<file path="config.mk">
export PLATFORM = sky130hd
export DESIGN_NAME = keyed_rotor_byte_cipher_unit_flat
export DESIGN_NICKNAME = d
export VERILOG_FILES = /design/src/hdl/krbc_pkg.sv /design/src/hdl/krbc_in_if.sv /design/src/hdl/krbc_out_if.sv /design/src/hdl/keyed_rotor_byte_cipher_unit.sv /design/src/hdl/krbc_ram.sv /design/src/flat_wrapper.sv
export SDC_FILE = /design/constraint.sdc
export NUM_CORES = 2
export LEC_CHECK = 0
export BUFFER_PORTS_ARGS = -buffer_cell sky130_fd_sc_hd__buf_4
export CAP_MARGIN = 0
export CORE_MARGIN = 2
export CORE_UTILIZATION = 40
export CTS_BUF_LIST = sky130_fd_sc_hd__clkbuf_16
export DETAILED_ROUTE_END_ITERATION = 10
export PLACE_DENSITY = 0.53
export SETUP_SLACK_MARGIN = 0.1
export SYNTH_ARGS = -nofsm -noshare
export SYNTH_HDL_FRONTEND = slang
export SYNTH_SLANG_ARGS = --single-unit
export TNS_END_PERCENT = 1
</file>
<file path="constraint.sdc">
create_clock -name clk_i -period 30.4 [get_ports clk_i]
set_input_delay 6.08 -clock clk_i [delete_from_list [all_inputs] [get_ports clk_i]]
set_output_delay 6.08 -clock clk_i [all_outputs]
set_load 0.05 [all_outputs]
</file>
<file path="src/hdl/krbc_pkg.sv">
package krbc_pkg;

  localparam int unsigned KeyEntries = 256;
  localparam int unsigned IdxW       = $clog2(KeyEntries);
  localparam int unsigned ByteW      = 8;
  localparam int unsigned FuncW      = 2;
  localparam int unsigned PosW       = IdxW + 1;

  localparam logic [ByteW-1:0] MarkLow  = '0;
  localparam logic [ByteW-1:0] MarkHigh = ByteW'(KeyEntries - 1);
  localparam logic [PosW-1:0]  NotFound = PosW'(KeyEntries);

  typedef enum logic [FuncW-1:0] {
    FUNC_KEY_WRITE = 2'd0,
    FUNC_START     = 2'd1,
    FUNC_CODE      = 2'd2,
    FUNC_NONE      = 2'd3
  } func_e;

  typedef enum logic [7:0] {
    S_IDLE  = 8'b0000_0001,
    S_KEY   = 8'b0000_0010,
    S_XOR   = 8'b0000_0100,
    S_RES   = 8'b0000_1000,
    S_XRD   = 8'b0001_0000,
    S_XLD   = 8'b0010_0000,
    S_SWEEP = 8'b0100_0000,
    S_FIN   = 8'b1000_0000
  } state_e;

endpackage

</file>
<file path="src/hdl/krbc_in_if.sv">
interface krbc_in_if;
  import krbc_pkg::*;

  logic             valid;
  logic             ready;
  logic [FuncW-1:0] func;
  logic [IdxW-1:0]  key_index;
  logic [ByteW-1:0] key_value;
  logic [ByteW-1:0] data_byte;

  modport source (output valid, func, key_index, key_value, data_byte, input ready);
  modport sink (input valid, func, key_index, key_value, data_byte, output ready);
endinterface

</file>
<file path="src/hdl/krbc_out_if.sv">
interface krbc_out_if;
  import krbc_pkg::*;

  logic             valid;
  logic             ready;
  logic [ByteW-1:0] coded_byte;

  modport source (output valid, coded_byte, input ready);
  modport sink (input valid, coded_byte, output ready);
endinterface

</file>
<file path="src/hdl/keyed_rotor_byte_cipher_unit.sv">
// Channel  Dir  Payload                                   Word accepted when
// in_i     in   func, key_index, key_value, data_byte     in_i.valid && in_i.ready
// out_o    out  coded_byte                                out_o.valid && out_o.ready
// cfg      in   cfg_wdata_i (decrypt_mode)                cfg_we_i
//
// A key write goes to the key RAM as it is accepted. A code word makes three dependent
// reads of the single-read-port key or inverse RAM and waits while the output register
// is still full. A start word adds a sweep that rebuilds the inverse RAM; every 256th
// code word adds, after its result, a mask read and a sweep that rewrites the key.
// Reset clears the counters, mode and control; the RAMs hold no reset value.
// Input is taken only when idle; a waiting result stalls only the next result stage.
module keyed_rotor_byte_cipher_unit (
  input  logic clk_i,
  input  logic rst_ni,
  input  logic cfg_we_i,
  input  logic cfg_wdata_i,
  krbc_in_if.sink    in_i,
  krbc_out_if.source out_o
);
  import krbc_pkg::*;

  state_e state_q, state_d;

  logic             decrypt_mode_q;
  logic [IdxW-1:0]  rotor_q, rotor_d;
  logic [ByteW-1:0] byte_in_block_q, byte_in_block_d;
  logic [ByteW-1:0] block_number_q, block_number_d;
  logic [ByteW-1:0] t_q, t_d;
  logic [ByteW-1:0] xv_q, xv_d;
  logic [IdxW-1:0]  cnt_q, cnt_d;
  logic             start_q, start_d;
  logic             wr_pend_q;
  logic [IdxW-1:0]  wr_idx_q;
  logic [PosW-1:0]  first_q, first_d;
  logic [PosW-1:0]  second_q, second_d;
  logic             out_valid_q, out_valid_d;
  logic [ByteW-1:0] out_data_q, out_data_d;

  logic             key_we, key_re, inv_we, inv_re;
  logic [IdxW-1:0]  key_waddr, key_raddr, inv_waddr, inv_raddr;
  logic [ByteW-1:0] key_wdata, inv_wdata, key_rdata, inv_rdata, tab_rdata;
  logic [ByteW-1:0] new_val;
  logic             accept, is_mark, slot_free;

  krbc_ram #(.Width(ByteW), .Depth(KeyEntries)) u_key_ram (
    .clk_i   (clk_i),
    .we_i    (key_we),
    .waddr_i (key_waddr),
    .wdata_i (key_wdata),
    .re_i    (key_re),
    .raddr_i (key_raddr),
    .rdata_o (key_rdata)
  );

  krbc_ram #(.Width(IdxW), .Depth(KeyEntries)) u_inv_ram (
    .clk_i   (clk_i),
    .we_i    (inv_we),
    .waddr_i (inv_waddr),
    .wdata_i (inv_wdata),
    .re_i    (inv_re),
    .raddr_i (inv_raddr),
    .rdata_o (inv_rdata)
  );

  assign in_i.ready       = (state_q == S_IDLE);
  assign accept           = in_i.valid && in_i.ready;
  assign out_o.valid      = out_valid_q;
  assign out_o.coded_byte = out_data_q;
  assign slot_free        = !out_valid_q || out_o.ready;

  assign tab_rdata = decrypt_mode_q ? inv_rdata : key_rdata;

  // Write stage of the sweep: the entry read last cycle, XORed with the block value.
  assign new_val = key_rdata ^ xv_q;
  assign is_mark = wr_pend_q && (new_val == MarkLow || new_val == MarkHigh);

  always_comb begin
    key_we    = 1'b0;
    key_waddr = wr_idx_q;
    key_wdata = new_val;
    inv_we    = wr_pend_q;
    inv_waddr = IdxW'(new_val);
    inv_wdata = ByteW'(wr_idx_q);
    if (wr_pend_q) begin
      key_we = 1'b1;
    end else if (accept && in_i.func == FUNC_KEY_WRITE) begin
      key_we    = 1'b1;
      key_waddr = in_i.key_index;
      key_wdata = in_i.key_value;
    end
  end

  always_comb begin
    first_d  = first_q;
    second_d = second_q;
    if (is_mark) begin
      if (first_q == NotFound) begin
        first_d = {1'b0, wr_idx_q};
      end else if (second_q == NotFound) begin
        second_d = {1'b0, wr_idx_q};
      end
    end
  end

  always_comb begin
    state_d         = state_q;
    rotor_d         = rotor_q;
    byte_in_block_d = byte_in_block_q;
    block_number_d  = block_number_q;
    t_d             = t_q;
    xv_d            = xv_q;
    cnt_d           = cnt_q;
    start_d         = start_q;
    out_valid_d     = out_valid_q && !out_o.ready;
    out_data_d      = out_data_q;
    key_re          = 1'b0;
    key_raddr       = cnt_q;
    inv_re          = 1'b0;
    inv_raddr       = IdxW'(in_i.data_byte);

    unique case (state_q)
      S_IDLE: begin
        if (accept) begin
          priority if (in_i.func == FUNC_START) begin
            byte_in_block_d = '0;
            block_number_d  = '0;
            xv_d            = '0;
            cnt_d           = '0;
            start_d         = 1'b1;
            state_d         = S_SWEEP;
          end else if (in_i.func == FUNC_CODE) begin
            key_re    = !decrypt_mode_q;
            inv_re    = decrypt_mode_q;
            key_raddr = IdxW'(in_i.data_byte);
            state_d   = S_KEY;
          end else begin
            state_d = S_IDLE;
          end
        end
      end
      S_KEY: begin
        t_d       = tab_rdata;
        rotor_d   = rotor_q + 1'b1;
        key_re    = 1'b1;
        key_raddr = rotor_q + 1'b1;
        state_d   = S_XOR;
      end
      S_XOR: begin
        key_re    = !decrypt_mode_q;
        inv_re    = decrypt_mode_q;
        key_raddr = IdxW'(t_q ^ key_rdata);
        inv_raddr = IdxW'(t_q ^ key_rdata);
        state_d   = S_RES;
      end
      S_RES: begin
        if (slot_free) begin
          out_valid_d     = 1'b1;
          out_data_d      = tab_rdata;
          byte_in_block_d = byte_in_block_q + 1'b1;
          state_d         = (byte_in_block_d == '0) ? S_XRD : S_IDLE;
        end
      end
      S_XRD: begin
        key_re    = 1'b1;
        key_raddr = IdxW'(block_number_q);
        state_d   = S_XLD;
      end
      S_XLD: begin
        xv_d    = key_rdata;
        cnt_d   = '0;
        start_d = 1'b0;
        state_d = S_SWEEP;
      end
      S_SWEEP: begin
        key_re    = 1'b1;
        key_raddr = cnt_q;
        cnt_d     = cnt_q + 1'b1;
        if (cnt_q == IdxW'(KeyEntries - 1)) begin
          state_d = S_FIN;
        end
      end
      S_FIN: begin
        // The last entry is evaluated this cycle, so the rotor uses the next values.
        if (start_q) begin
          rotor_d = IdxW'(second_d - first_d - PosW'(1));
        end else begin
          block_number_d = block_number_q + 1'b1;
        end
        state_d = S_IDLE;
      end
      default: state_d = S_IDLE;
    endcase
  end

  always_ff @(posedge clk_i or negedge rst_ni) begin
    if (!rst_ni) begin
      state_q         <= S_IDLE;
      decrypt_mode_q  <= 1'b0;
      rotor_q         <= '0;
      byte_in_block_q <= '0;
      block_number_q  <= '0;
      cnt_q           <= '0;
      start_q         <= 1'b0;
      wr_pend_q       <= 1'b0;
      first_q         <= NotFound;
      second_q        <= NotFound;
      out_valid_q     <= 1'b0;
    end else begin
      state_q         <= state_d;
      if (cfg_we_i) begin
        decrypt_mode_q <= cfg_wdata_i;
      end
      rotor_q         <= rotor_d;
      byte_in_block_q <= byte_in_block_d;
      block_number_q  <= block_number_d;
      cnt_q           <= cnt_d;
      start_q         <= start_d;
      wr_pend_q       <= (state_q == S_SWEEP);
      out_valid_q     <= out_valid_d;
      if (accept && in_i.func == FUNC_START) begin
        first_q  <= NotFound;
        second_q <= NotFound;
      end else begin
        first_q  <= first_d;
        second_q <= second_d;
      end
    end
  end

  always_ff @(posedge clk_i) begin
    t_q        <= t_d;
    xv_q       <= xv_d;
    wr_idx_q   <= cnt_q;
    out_data_q <= out_data_d;
  end

endmodule

</file>
<file path="src/hdl/krbc_ram.sv">
module krbc_ram #(
  parameter int unsigned Width = 8,
  parameter int unsigned Depth = 256
) (
  input  logic                     clk_i,
  input  logic                     we_i,
  input  logic [$clog2(Depth)-1:0] waddr_i,
  input  logic [Width-1:0]         wdata_i,
  input  logic                     re_i,
  input  logic [$clog2(Depth)-1:0] raddr_i,
  output logic [Width-1:0]         rdata_o
);

  logic [Width-1:0] mem_q [Depth];
  logic [Width-1:0] rdata_q;

  always_ff @(posedge clk_i) begin
    if (we_i) begin
      mem_q[waddr_i] <= wdata_i;
    end
    if (re_i) begin
      rdata_q <= mem_q[raddr_i];
    end
  end

  assign rdata_o = rdata_q;

endmodule

</file>
<file path="src/flat_wrapper.sv">
// flat-port wrapper written by rule: the top's interface ports become plain ports
module keyed_rotor_byte_cipher_unit_flat import krbc_pkg::*;
  (clk_i, rst_ni, cfg_we_i, cfg_wdata_i, in_i_valid, in_i_func, in_i_key_index, in_i_key_value, in_i_data_byte, in_i_ready, out_o_valid, out_o_coded_byte, out_o_ready);
  krbc_in_if in_i_i ();
  krbc_out_if out_o_i ();
  input  logic clk_i;
  input  logic rst_ni;
  input  logic cfg_we_i;
  input  logic cfg_wdata_i;
  input wire logic [$bits(in_i_i.valid)-1:0] in_i_valid;
  input wire logic [$bits(in_i_i.func)-1:0] in_i_func;
  input wire logic [$bits(in_i_i.key_index)-1:0] in_i_key_index;
  input wire logic [$bits(in_i_i.key_value)-1:0] in_i_key_value;
  input wire logic [$bits(in_i_i.data_byte)-1:0] in_i_data_byte;
  output wire logic [$bits(in_i_i.ready)-1:0] in_i_ready;
  output wire logic [$bits(out_o_i.valid)-1:0] out_o_valid;
  output wire logic [$bits(out_o_i.coded_byte)-1:0] out_o_coded_byte;
  input wire logic [$bits(out_o_i.ready)-1:0] out_o_ready;
  assign in_i_i.valid = in_i_valid;
  assign in_i_i.func = in_i_func;
  assign in_i_i.key_index = in_i_key_index;
  assign in_i_i.key_value = in_i_key_value;
  assign in_i_i.data_byte = in_i_data_byte;
  assign in_i_ready = in_i_i.ready;
  assign out_o_valid = out_o_i.valid;
  assign out_o_coded_byte = out_o_i.coded_byte;
  assign out_o_i.ready = out_o_ready;
  keyed_rotor_byte_cipher_unit u_core (.clk_i(clk_i), .rst_ni(rst_ni), .cfg_we_i(cfg_we_i), .cfg_wdata_i(cfg_wdata_i), .in_i(in_i_i), .out_o(out_o_i));
endmodule
</file>
==> results.yml <==
setup_path:
  path_depth: 15
  slowest_delay_ns: 0.83
  cp_slowest_cell: "buf_4"
  reg2reg_slack_ns: 21.59
  crit_type: "input pin to register"
  rr_worst_depth: 16
  path_cells: "buf_4 > a21oi_4 > buf_4 > buf_4 > buf_4 > buf_4 > buf_4 > buf_4 > mux4_2 > nor2b_1 > a211oi_1 > a211oi_1 > a21oi_1 > o21ai_0 > or4_1"
  cp-start-kind: "input pin"
  cp_common_cell: "buf_4"
  timing.critical_path.buf_inv: 7
  crit_fanout: 48
  cp.arrival_ns: 13.02
  critPathTopFamily: "buffers and inverters"
  worstPathRequired_ns: 31.15
  critPathCaptureType: "register"
clock_tree:
  insertion_delay_ns: 1.01
  postCtsHoldBufs: 0
  post_cts_resized: 0
  clk_pin_slew_ns: 0.06
  clk_path_buf_depth: 4
  cts_tree: "built"
  cts_sinks: 4206
  post_cts_buffers: 0
  htree_num_levels: 5
  cts_root_buf: "clkbuf_16"
  numCtsBuffers: 437
sta:
  worst_pin_slew_ns: 1.38
  fin_setup_tns_ns: 0
  fmax_mhz: 81.5
  slew_headroom: 0.0750
  finalCritPeriodShare: 0.403
  finalHoldViolCount: 0
  finalMaxSlewViolations: 0
  finalSetupViolCount: 0
  fin_skew_ns: 0.0986
  min_period_ns: 12.26
  rsz0062_at_grt: "no"
synth:
  yosys.area.top_type_share: 0.740
  synth.avg_cell_area_sq_um: 16.9
  syn-instance-count: 9934
  synthTopCellsByArea: "edfxtp_1, mux4_2, mux2i_1"
  synth-seq-cells: 4206
  ys_types: 87
  ys_seq_area_frac: 0.750
  ys_warn_count: 0
  synth_edf_count: 4136
  netlist_area_sq_mm: 0.168
  async_flop_share: 0.0147
  syn-num-nets: 9981
  yosys_most_used_dff: "edfxtp_1"
  yosysTopAreaCell: "edfxtp_1"
route:
  viasPerCell: 5.77
  totalWireLength_microns: 465000
  drcViolationCount: 0
  avgRoutedWirePerCell_microns: 29.3
  drtIter0Drc: 10300
  ant_nets: 0
  num_vias: 91600
  drt_first_pass_iters: 6
layout:
  drive_above_1_share: 0.147
  fillCellCount: 36000
  final_cell_count_no_fill: 15900
  layout_commonest_cell: "edfxtp_1"
  layout_common_cells: "edfxtp_1, nand2_1, nor2_1"
  area_growth_pct: 12.0
  nNetsFinal: 10000
floorplanning:
  core_sq_mm: 0.417
  row_count: 237
  dieArea_sq_mm: 0.425
  die_y_microns: 652
  die_w_microns: 652
  design.portCount: 42
  start_util: 0.402
min_path:
  hold_path_class: "register to register"
  hold_path_depth: 0
placed_design:
  io_buffers: 41
  globalplace.congestion: 0.827
  place_hpwl_microns: 278000
  dp.cells: 15100
global_route:
  antenna_found_initial: 31
  grt_pass1_vias: 89900
  grt_max_degree: 198
  grt_first_pass_wirelength_microns: 663000
  grtUsageTotal: 0.214
  overflow: 0
power:
  power.density_mw_per_mm2: 83.7
  power_leakage_uw: 0.0616
  irDropWorstVdd_mv: 0.119
flow_run:
  drv_cap: 0
outcome:
  status: "finished, final reports clean"
-- flip-flops by register name, indices dropped and copies added (netlist names), 8 cells and up --
signal,count
u_core.u_key_ram.mem_q,2048
u_core.inv_wdata,8
u_core.state_q,8
u_core.xv_q,8
u_core.rotor_q,8
u_core.u_inv_ram.rdata_o,8
u_core.u_key_ram.rdata_o,8
u_core.second_q,9
u_core.block_number_q,8
u_core.first_q,9
u_core.u_inv_ram.mem_q,2048
u_core.t_q,8
u_core.cnt_q,8
u_core.out_o.coded_byte,8
u_core.byte_in_block_q,8
-- path summary, 6_finish.rpt --
| kind | start | end |
|---|---|---|
| hold / removal | u_core.cnt_q[7] | u_core.inv_wdata[7] |
| max in group asynchronous | rst_ni | u_core.cnt_q[7] |
| min in group asynchronous | rst_ni | u_core.second_q[7] |
| hold reg to reg | u_core.cnt_q[7] | u_core.inv_wdata[7] |
| setup / recovery | in_i_data_byte[0] | u_core.u_inv_ram.rdata_o[5] |
| setup reg to reg | u_core.state_q[4] | u_core.u_inv_ram.rdata_o[5] |
-- Yosys cell counts, types with 10 or more instances --
cell type / instances
buf_1: 53
clkbuf_1: 294
nor2_1: 617
nor4_1: 14
a31oi_1: 69
and2_1: 34
nand3b_1: 22
a32oi_1: 34
a21oi_1: 267
and4_1: 10
a221oi_1: 31
nor2b_1: 147
nand3_1: 460
ha_1: 14
a22oi_1: 21
and3_1: 39
a22o_1: 29
buf_2: 201
o22ai_1: 52
mux4_2: 553
edfxtp_1: 4136
inv_1: 61
o21ai_0: 106
nand2b_1: 10
dfrtp_1: 59
nand4_1: 65
o31ai_1: 15
mux2_2: 45
or4_1: 11
o211ai_1: 20
o2111ai_1: 16
buf_6: 29
a2111oi_0: 58
a311oi_1: 15
buf_4: 38
nor3_1: 18
a21o_1: 23
a211oi_1: 298
xor2_1: 26
a32o_1: 30
a221o_1: 12
mux2i_1: 498
xnor2_1: 19
nand2_1: 1223
-- worst reg2reg max path: stages (launching register included) --
cell	delay (ns)
dfrtp_1	0.49
or4_4	0.66
or2_1	0.54
a21oi_4	0.25
buf_4	0.75
buf_4	0.69
buf_4	0.64
buf_4	0.79
buf_4	0.90
buf_4	0.75
mux4_2	0.61
nor2b_1	0.16
a211oi_1	0.32
a211oi_1	0.11
a21oi_1	0.27
o21ai_0	0.10
or4_1	0.55
-- per-layer routing --
layer,track usage,vias to the layer above,wire length [microns]
met5,0,-,35
met4,0.0709,6,16000
met3,0.0300,681,31100
met2,0.345,3497,222000
met1,0.300,48100,196000
li1,-,39300,-
-- power by group --
| group | total, uW | internal, uW | switching, uW |
|---|---|---|---|
| logic | 3810 | 1100 | 2710 |
| registers | 6780 | 6730 | 48.5 |
| clock network | 5140 | 2880 | 2250 |
-- cell type report --
| cell class | instances | area (sq um) | area share |
|---|---|---|---|
| diodes | 24 | 60.1 | 0.000320 |
| clock buffers | 441 | 11000 | 0.0587 |
| clock inverters | 345 | 2640 | 0.0140 |
| inverters | 62 | 233 | 0.00124 |
| multi-input cells | 5051 | 39100 | 0.208 |
| flip-flops and latches | 4206 | 126000 | 0.670 |
| well taps | 5497 | 6880 | 0.0366 |
| repair buffers | 242 | 2030 | 0.0108 |
-- cell families after synthesis --
logic type                 count (synthesis)  share of synthesized area
muxes                                   1096                      0.107
adders and majority gates                 15                    0.00116
DFF                                     4206                      0.750
xor gates and xnor gates                  45                    0.00235
AOI/OAI and AO/OA                       1182                     0.0493
and+or+nand+nor                         2713                     0.0712
buffers and inverters                    677                     0.0188
-- through the flow --
step | util | setup slack (ns) | total power (uW) | hold slack (ns) | cell area [sq um]
finish | 0.450 | 18.14 | 15700 | 0.466 | 188000
global route | 0.450 | 17.44 | 16300 | 0.481 | 188000
CTS | 0.450 | 17.90 | 15800 | 0.469 | 188000
detailed placement | 0.417 | 16.80 | 10700 | 0.455 | 174000
global placement | 0.417 | 16.80 | 10700 | 0.453 | 174000
floorplan | - | 14.42 | 9470 | 0.345 | 168000
(Power assumes the default switching activity.)
